$ cat src/rtl/fde_pkg.sv
// ----------------------------------------------------------------------------
// fde_pkg
// Shared constants and controller/datapath interface types for the
// finite-difference extrapolator.
// ----------------------------------------------------------------------------
`default_nettype none

package fde_pkg;

	localparam int unsigned MAX_LEN  = 32;
	localparam int unsigned SAMPLE_W = 32;
	localparam int unsigned DATA_W   = 64;
	localparam int unsigned DEPTH_W  = 6;

	typedef struct packed {
		logic collect;   // input word accepted
		logic start;     // accepted word closes the sequence
		logic rd;        // issue one row read
		logic row_end;   // row pass complete, advance to next row
		logic load;      // move result into output register
	} fde_cmd_t;

	typedef struct packed {
		logic last_rd;   // read address is last element of current row
		logic len_one;   // current row has one element
		logic all_zero;  // every difference written in this pass was zero
		logic out_free;  // output register can take a result
	} fde_sts_t;

endpackage

`default_nettype wire

$ cat src/rtl/fde_ctrl.sv
// ----------------------------------------------------------------------------
// fde_ctrl
// Sequencer: collects words, then walks difference rows one element per
// cycle until a zero row or the single-element row, then posts the result.
// ----------------------------------------------------------------------------
`default_nettype none

module fde_ctrl (
	input  wire logic              clk,
	input  wire logic              arst_n,
	input  wire logic              in_valid,
	output logic                   in_ready,
	input  wire logic              last,
	input  wire fde_pkg::fde_sts_t sts,
	output fde_pkg::fde_cmd_t      cmd
);

	typedef enum logic [2:0] {
		ST_IDLE,
		ST_READ,
		ST_DRAIN,
		ST_EVAL,
		ST_FINISH
	} state_t;

	state_t state_q;

	assign in_ready = (state_q == ST_IDLE);

	always_comb begin
		cmd         = '0;
		cmd.collect = in_valid && (state_q == ST_IDLE);
		cmd.start   = cmd.collect && last;
		cmd.rd      = (state_q == ST_READ);
		cmd.row_end = (state_q == ST_EVAL);
		cmd.load    = (state_q == ST_FINISH) && sts.out_free;
	end

	always_ff @(posedge clk or negedge arst_n) begin
		if (!arst_n) begin
			state_q <= ST_IDLE;
		end else begin
			case (state_q)
				ST_IDLE: begin
					if (in_valid && last)
						state_q <= ST_READ;
				end
				ST_READ: begin
					if (sts.last_rd)
						state_q <= ST_DRAIN;
				end
				ST_DRAIN: begin
					state_q <= ST_EVAL;
				end
				ST_EVAL: begin
					if (sts.len_one || sts.all_zero)
						state_q <= ST_FINISH;
					else
						state_q <= ST_READ;
				end
				ST_FINISH: begin
					if (sts.out_free)
						state_q <= ST_IDLE;
				end
				default: begin
					state_q <= ST_IDLE;
				end
			endcase
		end
	end

endmodule

`default_nettype wire

$ cat src/rtl/fde_dp.sv
// ----------------------------------------------------------------------------
// fde_dp
// Datapath: row memory (differences computed in place), read pipeline,
// extrapolation accumulators, running totals and output register.
// ----------------------------------------------------------------------------
`default_nettype none

module fde_dp #(
	parameter int unsigned MAX_LEN = fde_pkg::MAX_LEN
) (
	input  wire logic                                clk,
	input  wire logic                                arst_n,
	input  wire fde_pkg::fde_cmd_t                   cmd,
	output fde_pkg::fde_sts_t                        sts,
	input  wire logic signed [fde_pkg::SAMPLE_W-1:0] sample,
	output logic                                     out_valid,
	input  wire logic                                out_ready,
	output logic signed [fde_pkg::DATA_W-1:0]        next_value,
	output logic signed [fde_pkg::DATA_W-1:0]        prev_value,
	output logic        [fde_pkg::DEPTH_W-1:0]       zero_depth,
	output logic                                     no_zero_row,
	output logic signed [fde_pkg::DATA_W-1:0]        total_next,
	output logic signed [fde_pkg::DATA_W-1:0]        total_prev
);

	localparam int unsigned AddrW = $clog2(MAX_LEN);
	localparam int unsigned CntW  = $clog2(MAX_LEN + 1);
	localparam int unsigned DataW = fde_pkg::DATA_W;
	localparam int unsigned ExtW  = fde_pkg::DATA_W - fde_pkg::SAMPLE_W;

	logic [DataW-1:0] mem [MAX_LEN];

	logic [CntW-1:0]  cnt_q;
	logic [CntW-1:0]  len_q;
	logic [CntW-1:0]  len_m1;
	logic [CntW-1:0]  depth_q;
	logic [AddrW-1:0] rd_q;
	logic             cnt_full;

	logic             rd_vld_s1;
	logic [AddrW-1:0] idx_s1;
	logic [DataW-1:0] rdata_s1;

	logic [DataW-1:0] prev_q;
	logic [DataW-1:0] fwd_q;
	logic [DataW-1:0] bwd_q;
	logic             neg_q;
	logic             allz_q;
	logic             found_q;

	logic [DataW-1:0] diff;
	logic             elem_first;
	logic             elem_last;

	logic             wr_en;
	logic [AddrW-1:0] wr_addr;
	logic [DataW-1:0] wr_data;

	logic [DataW-1:0] sum_next_q;
	logic [DataW-1:0] sum_prev_q;
	logic             out_valid_q;
	logic [DataW-1:0] next_q;
	logic [DataW-1:0] prev_out_q;
	logic [CntW-1:0]  depth_out_q;
	logic             nzr_q;

	assign cnt_full   = (cnt_q == CntW'(MAX_LEN));
	assign len_m1     = len_q - CntW'(1);
	assign diff       = rdata_s1 - prev_q;
	assign elem_first = (idx_s1 == '0);
	assign elem_last  = (CntW'(idx_s1) == len_m1);

	assign wr_en   = (cmd.collect && !cnt_full) || (rd_vld_s1 && !elem_first);
	assign wr_addr = cmd.collect ? cnt_q[AddrW-1:0] : (idx_s1 - AddrW'(1));
	assign wr_data = cmd.collect ? {{ExtW{sample[fde_pkg::SAMPLE_W-1]}}, sample} : diff;

	always_comb begin
		sts          = '0;
		sts.last_rd  = (CntW'(rd_q) == len_m1);
		sts.len_one  = (len_q == CntW'(1));
		sts.all_zero = allz_q;
		sts.out_free = !out_valid_q || out_ready;
	end

	// row memory
	always_ff @(posedge clk) begin
		if (wr_en)
			mem[wr_addr] <= wr_data;
		if (cmd.rd)
			rdata_s1 <= mem[rd_q];
	end

	always_ff @(posedge clk or negedge arst_n) begin
		if (!arst_n) begin
			cnt_q       <= '0;
			rd_vld_s1   <= 1'b0;
			out_valid_q <= 1'b0;
			sum_next_q  <= '0;
			sum_prev_q  <= '0;
		end else begin
			rd_vld_s1 <= cmd.rd;
			if (cmd.start)
				cnt_q <= '0;
			else if (cmd.collect && !cnt_full)
				cnt_q <= cnt_q + CntW'(1);
			if (cmd.load) begin
				out_valid_q <= 1'b1;
				if (found_q) begin
					sum_next_q <= sum_next_q + fwd_q;
					sum_prev_q <= sum_prev_q + bwd_q;
				end
			end else if (out_ready) begin
				out_valid_q <= 1'b0;
			end
		end
	end

	// walk registers
	always_ff @(posedge clk) begin
		if (cmd.rd)
			idx_s1 <= rd_q;
		if (cmd.start) begin
			len_q   <= cnt_full ? cnt_q : (cnt_q + CntW'(1));
			depth_q <= '0;
			rd_q    <= '0;
			fwd_q   <= '0;
			bwd_q   <= '0;
			neg_q   <= 1'b0;
			allz_q  <= 1'b1;
		end else if (cmd.row_end) begin
			len_q   <= len_m1;
			depth_q <= depth_q + CntW'(1);
			rd_q    <= '0;
			neg_q   <= !neg_q;
			allz_q  <= 1'b1;
			found_q <= allz_q && !sts.len_one;
		end else begin
			if (cmd.rd)
				rd_q <= rd_q + AddrW'(1);
			if (rd_vld_s1) begin
				prev_q <= rdata_s1;
				if (elem_first)
					bwd_q <= neg_q ? (bwd_q - rdata_s1) : (bwd_q + rdata_s1);
				else if (diff != '0)
					allz_q <= 1'b0;
				if (elem_last)
					fwd_q <= fwd_q + rdata_s1;
			end
		end
	end

	// result register
	always_ff @(posedge clk) begin
		if (cmd.load) begin
			next_q      <= found_q ? fwd_q : '0;
			prev_out_q  <= found_q ? bwd_q : '0;
			depth_out_q <= found_q ? depth_q : '0;
			nzr_q       <= !found_q;
		end
	end

	assign out_valid   = out_valid_q;
	assign next_value  = next_q;
	assign prev_value  = prev_out_q;
	assign zero_depth  = fde_pkg::DEPTH_W'(depth_out_q);
	assign no_zero_row = nzr_q;
	assign total_next  = sum_next_q;
	assign total_prev  = sum_prev_q;

endmodule

`default_nettype wire

$ cat src/rtl/finite_difference_extrapolator_top.sv
// ----------------------------------------------------------------------------
// finite_difference_extrapolator_top
// Polynomial extrapolation by repeated differences over one sample sequence.
//
//   channel | handshake            | word
//   --------+----------------------+---------------------------------------
//   in      | in_valid / in_ready  | sample, last
//   out     | out_valid / out_ready| next_value, prev_value, zero_depth,
//           |                      | no_zero_row, total_next, total_prev
//
// A sample without last is accepted while idle. On last, each row of L
// elements is walked with one read per element from the row memory, then a
// drain state and an evaluate state; the result is then posted. Reset clears
// the sample count, totals and the output valid; the row memory is not
// cleared. A stalled output does not block input until the next result is
// ready to post.
// ----------------------------------------------------------------------------
`default_nettype none

module finite_difference_extrapolator_top #(
	parameter int unsigned MAX_LEN = fde_pkg::MAX_LEN
) (
	input  wire logic                                clk,
	input  wire logic                                arst_n,
	input  wire logic                                in_valid,
	output logic                                     in_ready,
	input  wire logic signed [fde_pkg::SAMPLE_W-1:0] sample,
	input  wire logic                                last,
	output logic                                     out_valid,
	input  wire logic                                out_ready,
	output logic signed [fde_pkg::DATA_W-1:0]        next_value,
	output logic signed [fde_pkg::DATA_W-1:0]        prev_value,
	output logic        [fde_pkg::DEPTH_W-1:0]       zero_depth,
	output logic                                     no_zero_row,
	output logic signed [fde_pkg::DATA_W-1:0]        total_next,
	output logic signed [fde_pkg::DATA_W-1:0]        total_prev
);

	fde_pkg::fde_cmd_t cmd;
	fde_pkg::fde_sts_t sts;

	fde_ctrl u_ctrl (
		.clk      (clk),
		.arst_n   (arst_n),
		.in_valid (in_valid),
		.in_ready (in_ready),
		.last     (last),
		.sts      (sts),
		.cmd      (cmd)
	);

	fde_dp #(
		.MAX_LEN (MAX_LEN)
	) u_dp (
		.clk         (clk),
		.arst_n      (arst_n),
		.cmd         (cmd),
		.sts         (sts),
		.sample      (sample),
		.out_valid   (out_valid),
		.out_ready   (out_ready),
		.next_value  (next_value),
		.prev_value  (prev_value),
		.zero_depth  (zero_depth),
		.no_zero_row (no_zero_row),
		.total_next  (total_next),
		.total_prev  (total_prev)
	);

endmodule

`default_nettype wire

$ cat config.mk
export PLATFORM = sky130hd
export DESIGN_NAME = finite_difference_extrapolator_top
export DESIGN_NICKNAME = d
export VERILOG_FILES = /design/src/rtl/fde_pkg.sv /design/src/rtl/fde_ctrl.sv /design/src/rtl/fde_dp.sv /design/src/rtl/finite_difference_extrapolator_top.sv
export SDC_FILE = /design/constraint.sdc
export NUM_CORES = 2
export LEC_CHECK = 0
export ABC_AREA = 1
export BUFFER_PORTS_ARGS = -buffer_cell sky130_fd_sc_hd__buf_2
export CAP_MARGIN = 20
export CORE_MARGIN = 2
export CORE_UTILIZATION = 35
export CTS_CLUSTER_SIZE = 14
export DETAILED_ROUTE_END_ITERATION = 12
export MAX_ROUTING_LAYER = met4
export PLACE_DENSITY = 0.49
export SLEW_MARGIN = 0
export SYNTH_ARGS = -nofsm -noshare
export SYNTH_HDL_FRONTEND = slang
export SYNTH_SLANG_ARGS = --single-unit
$ cat constraint.sdc
create_clock -name clk -period 12 [get_ports clk]
set_clock_uncertainty 0.05 [all_clocks]
set_input_delay 1.8 -clock clk [delete_from_list [all_inputs] [get_ports clk]]
set_output_delay 1.8 -clock clk [all_outputs]
set_load 0.005 [all_outputs]
# Yosys cells after proc, flatten, opt, wreduce, memory -nomap -nowiden
# Memory sizes are Yosys's and may differ from the RTL's. A register that Yosys moved wholly into a read port is not among the register bits.
# Cells that the tools add are included.
# totals
ff_bits	491
mem_bits_rw	2048
in_bits	37
out_inout_bits	265
word_cells	93
mem_count	1
# op_classes
addsub	11
n_eq_ne	11
n_mux	17
bitwise_logic	3
reduce_logical	30
# mem_list
memory	depth	width	read_ports	rd_ports_with_merged_regs	write_ports	line_no	source
u_dp.mem	32	64	1	1	1	fde_dp.sv:31	logic [DataW-1:0] mem [MAX_LEN];
# op_table
operator	count
$add 64x64->64	4
$mux 64	2
$sub 64x64->64	2
$reduce_bool 64->1	1
$mux 6	5
$pmux 3 s5	1
$reduce_and 3->1	5
$add 6x1->6 const B	2
$eq 5x6->1	2
$mux 3	4
$logic_and 1x1->1	7
$eq 3x2->1 const B	2
$eq 6x1->1 const B	1
$eq 6x6->1 const B	1
$logic_not 1->1	6
$reduce_bool 2->1	3
$sub 6x1->6 const B	1
$add 5x1->5 const B	1
$logic_not 5->1	1
$mux 5	1
$sub 5x1->5 const B	1
$mux 1	4
$ne 2x1->1 const B	2
$reduce_and 2->1	2
7 further kinds	11

# Logic depth before layout (Yosys ltp)
# depth
ltp_word	6
depth_mapped	32

# Modules after synthesis
# From an unflattened synthesis, not the netlist that was laid out.
# unflattened
hier_cells	12663
area_unflattened_um2	125043.7
# modules_own_cells
module	instances	cells_per_inst	area_per_inst_um2	seq_area_each_um2
fde_dp	1	12631	124831.0	75982.9
fde_ctrl	1	32	212.7	75.1

# Least setup slack after synthesis
# No wires, ideal clock.
# synth_timing
path_type	input to register
from	input port out_ready
to	register u_dp.sum_next_q[39] (netlist: u_dp.total_next[39])
arrival_time_ps	9687
required_time_ps	11884
path_slack_ps	2197
path_stages	8
path_buffers	2
path_cell_list	nor2_1 -> nor2_1 -> nand2_1 -> inv_2 -> buf_2 -> buf_1 -> nand3_1 -> nand2_1
# synth_rtl
item	line_no	source
start: declaration	finite_difference_extrapolator_top.sv:30	input wire logic out_ready,
end signal: assignment	fde_dp.sv:109	sum_next_q <= sum_next_q + fwd_q;
end: declaration	fde_dp.sv:59	logic [DataW-1:0] sum_next_q;

# Worst setup path in the final report
# layout_timing
from	register u_dp.rdata_s1[1], read port of u_dp.mem
to	register u_dp.bwd_q[42]
# layout_via
elab_chain_len	2
# layout_lines
item	line_no	source
start: declaration	fde_dp.sv:42	logic [DataW-1:0] rdata_s1;
$add 64x64->64 / $sub 64x64->64 (equally long branches)	fde_dp.sv:143	bwd_q <= neg_q ? (bwd_q - rdata_s1) : (bwd_q + rdata_s1);
$mux 64 *	fde_dp.sv:143	
end signal: assignment	fde_dp.sv:143	
end: declaration	fde_dp.sv:46	logic [DataW-1:0] bwd_q;
# Every way passes the cells marked *; elsewhere a longest branch is shown, timed or not.
# A chain may end at the register's enable or synchronous reset.

==> results.md <==
* Non-Filler Instances at 17.6k
* Final Max Slew Viols at 0
* Design area at 142,000 µm²
* Placed cells at between 15k and 20k
* CTS Root Cell: clkbuf_16
* Area contributors post-synth: edfxtp_1, o21ai_0, nor2_1, nand2_1, inv_1
* Final Setup Violations at 0
* Worst min path class: flip-flop to flip-flop
* P&R area growth vs syn at 14.1%
* Post-synth EDFFs at 2,323
* Clk slew on worst S/H paths at 60 ps
* Area leader, netlist: edfxtp_1
* WP data required at 12,750 ps
* Leak at roughly 54 nW
* Crit Path Max Fanout at 6
* Maxcap violations at 0
* Critical path arrival at 5940 ps
* VDD IR max at 0.000281 V
* DRC viols at 0
* Seq/Total Area, Yosys at 0.612
* Pin count of the biggest net entering global routing at approximately 160
* Aggregate routed wire length at 457,000 µm
* Crit start category: flip-flop
* Row cnt at 218
* Port Buf Inserts at 301
* Drt initial violations at around 9k
* Final hold vios at 0
* Vias in the first global route at 91.9k
* Clk Latency, worst-skew pair at 910 ps
* DIE HEIGHT at about 600 µm
* Congestion Overflow GR at 0
* Synthesized flop and latch total at around 2.6k
* Library cells used by synthesis at 66
* Worst slack, placed at 6440 ps
* TritonCTS Buffers at 299
* Setup TNS at 0 ps
* Routed WL per cell at 26.0 µm
* Setup Fix Bufs, Post-CTS at 0
* Vias at 95.0k
* Num ports at 302
* CTS tree: yes
* Final ANT Viol Nets at 0
* DPL Wire Length at 310,000 µm
* Critical Path Sink Type: flip-flop
* Slew @ Worst Pin at 1270 ps
* Async set-reset flop share out of synthesis at 0.0534
* Die ar. at 360,000 µm²
* Fin nets at 13.0k
* Status: completed
* Pwr Total at 48.7 mW
* Longest Clk Path Bufs at 4
* Vias per std cell at 5.40
* Placed Area at 132,000 µm²
* Power per cell area at 344 nW/µm²
* Min setup slack post-route at between 6000 and 7000 ps
* RSZ-0062 raised after global routing: no
* Final GP Congestion at 0.948
* Synthesized cell area at 124,000 µm²
* H-tree levels at 5
* Net Count, Synth at 12.7k
* Ys Warns at 0
* CTS Sinks at around 2.6k
* Critical Setup Path Class: flip-flop to flip-flop
* Initial antenna violation count at 24
* Syn_area_per_cell at 10.1 µm²
* Post-CTS Resized at 0
* F_max at 192 MHz
* Final worst path period share at 0.433
* Total GRT Usage at 0.255
* Mapped Cells at approximately 12k
* First-pass GRT wire length at ~650,000 µm
* Core footprint at 353,000 µm²
* Top_reg_cell synth: edfxtp_1
* Rel. slew slack at 0.145
* TritonRoute pass-1 iters at 9
* Layout cells sized above 1 at 0.0891
* Die W at roughly 600 µm
* Synth top area share at 0.562
* Tmin final at 5200 ps
* Cts hold-fix bufs at 0
* Initial cell density of the core at 0.352
-- worst max-delay path, stage by stage, from the launching register on --
cell and delay [ps]:
edfxtp_1 460, inv_1 250, ha_1 230, inv_1 70, nor3_4 140, nand2_2 90, nor2_1 110, nand4_1 120
nand3b_1 440, nor4_1 550, nor2_1 110, xor2_1 180, ha_1 340, nand2_1 130, o21ai_0 150, a21boi_0 480
nand2_1 250, a21boi_1 320, o21ai_0 210, xor2_1 180, o21ai_0 170, inv_1 50
-- registers in the layout, summed over array words and instances (netlist names), 5 cells and up --
| signal | cells |
|---|---|
| u_dp.mem | 2048 |
| u_dp.bwd_q | 64 |
| u_dp.fwd_q | 64 |
| u_dp.next_value | 64 |
| u_dp.prev_q | 64 |
| u_dp.prev_value | 64 |
| u_dp.rdata_s1 | 64 |
| u_dp.total_next | 64 |
| u_dp.total_prev | 64 |
| u_dp.cnt_q | 6 |
| u_dp.depth_q | 6 |
| u_dp.len_q | 6 |
| u_dp.zero_depth | 6 |
| u_dp.idx_s1 | 5 |
| u_dp.rd_q | 5 |
-- metrics by stage --
| step | hold slack [ps] | utilization |
|---|---|---|
| detailed placement | 432 | 0.374 |
| global route | 465 | 0.401 |
| finish | 435 | 0.401 |
| floorplan | 356 | - |
| CTS | 441 | 0.401 |
| global placement | 423 | 0.374 |
-- metal layers --
metal | GRT usage | share of wire | vias to the layer above | wire, µm
met5 | - | 0 | - | 0
met4 | 0.0869 | 0.038 | 0 | 17500
met3 | 0.0342 | 0.065 | 664 | 29500
met2 | 0.406 | 0.47 | 3354 | 213000
met1 | 0.335 | 0.43 | 47100 | 197000
li1 | - | - | 43900 | -
-- cell families after synthesis --
kind of cell,after synthesis,synth area share
XOR/XNOR,270,0.0191
AO/OA/AOI/OAI,3004,0.139
adder cells (fa/ha/maj),329,0.0334
buffers and inverters,1719,0.0528
flip-flops,2603,0.612
multiplexers,1,0.0000806
AND/OR/NAND/NOR,4418,0.143
-- cell usage in the layout (no fill, tap or decap), drive strengths merged, types with 114 or more instances in the layout --
master     n
clkinv   126
xor2     154
edfxtp  2323
inv     1194
buf      502
nor2    2016
nand2   1809
nand3    300
ha       324
dfxtp    141
o22ai    354
clkbuf   374
nor3     114
a21oi    510
o21ai   1586
dfrtp    139
o221ai   165
xnor2    116
-- power by group --
part | switching (mW) | internal [mW] | leakage (nW) | total, mW
clock network | 3.84 | 5.25 | 4.67 | 9.08
logic | 17.4 | 5.54 | 25.0 | 22.9
registers | 1.37 | 15.3 | 24.1 | 16.7
total | 22.6 | 26.1 | 53.7 | 48.7
-- final cells by class --
class                           count  area, µm²
Inverter                         1189       4500
Antenna cell                        6       15.0
Sequential cell                  2603      76100
Multi-Input combinational cell   8022      42200
Clock inverter                    162       1660
Fill cell                       34600     211000
Clock buffer                      374       7920
Timing Repair Buffer              502       3400
Tap cell                         4730       5920
-- cell usage after synthesis, types with 7 or more instances --
master and n:
o21bai_1 35, o211ai_1 40, or2_2 38, inv_1 1169, nand2_1 1797, a32oi_1 31, dfxtp_1 141, o21ai_1 24
buf_2 72, a211oi_1 17, nand3b_1 21, o21ai_0 1542, clkbuf_1 415, xor2_1 153, nand2_2 11, nand4_1 64
o221ai_1 165, and3_1 7, xnor2_1 116, nor2_1 2000, nor3_1 104, o22ai_1 354, buf_1 38, a21boi_0 19
a21o_1 40, a221oi_1 53, o21ai_2 20, nor4_1 35, nand3_2 7, ha_1 324, edfxtp_1 2323, nand3_1 293
nor3_2 8, dfrtp_1 139, o2111ai_1 11, a21oi_1 498, nor2_2 11, o21a_1 24, inv_2 19, a31oi_1 94
a21oi_2 12
-- final timing paths --
check	slack, ps	end	cells past startpoint	start
worst max-delay path	6800	u_dp.bwd_q[42]	21	u_dp.rdata_s1[1]
worst min-delay path	430	u_dp.allz_q	2	u_dp.allz_q
worst max register to register	6800	u_dp.bwd_q[42]	21	u_dp.rdata_s1[1]
worst min register to register	430	u_dp.allz_q	2	u_dp.allz_q
max in group asynchronous	9150	u_dp.total_prev[44]	3	arst_n
min in group asynchronous	780	u_dp.total_next[15]	1	arst_n
No activity file was read; power rests on OpenSTA's default activity.
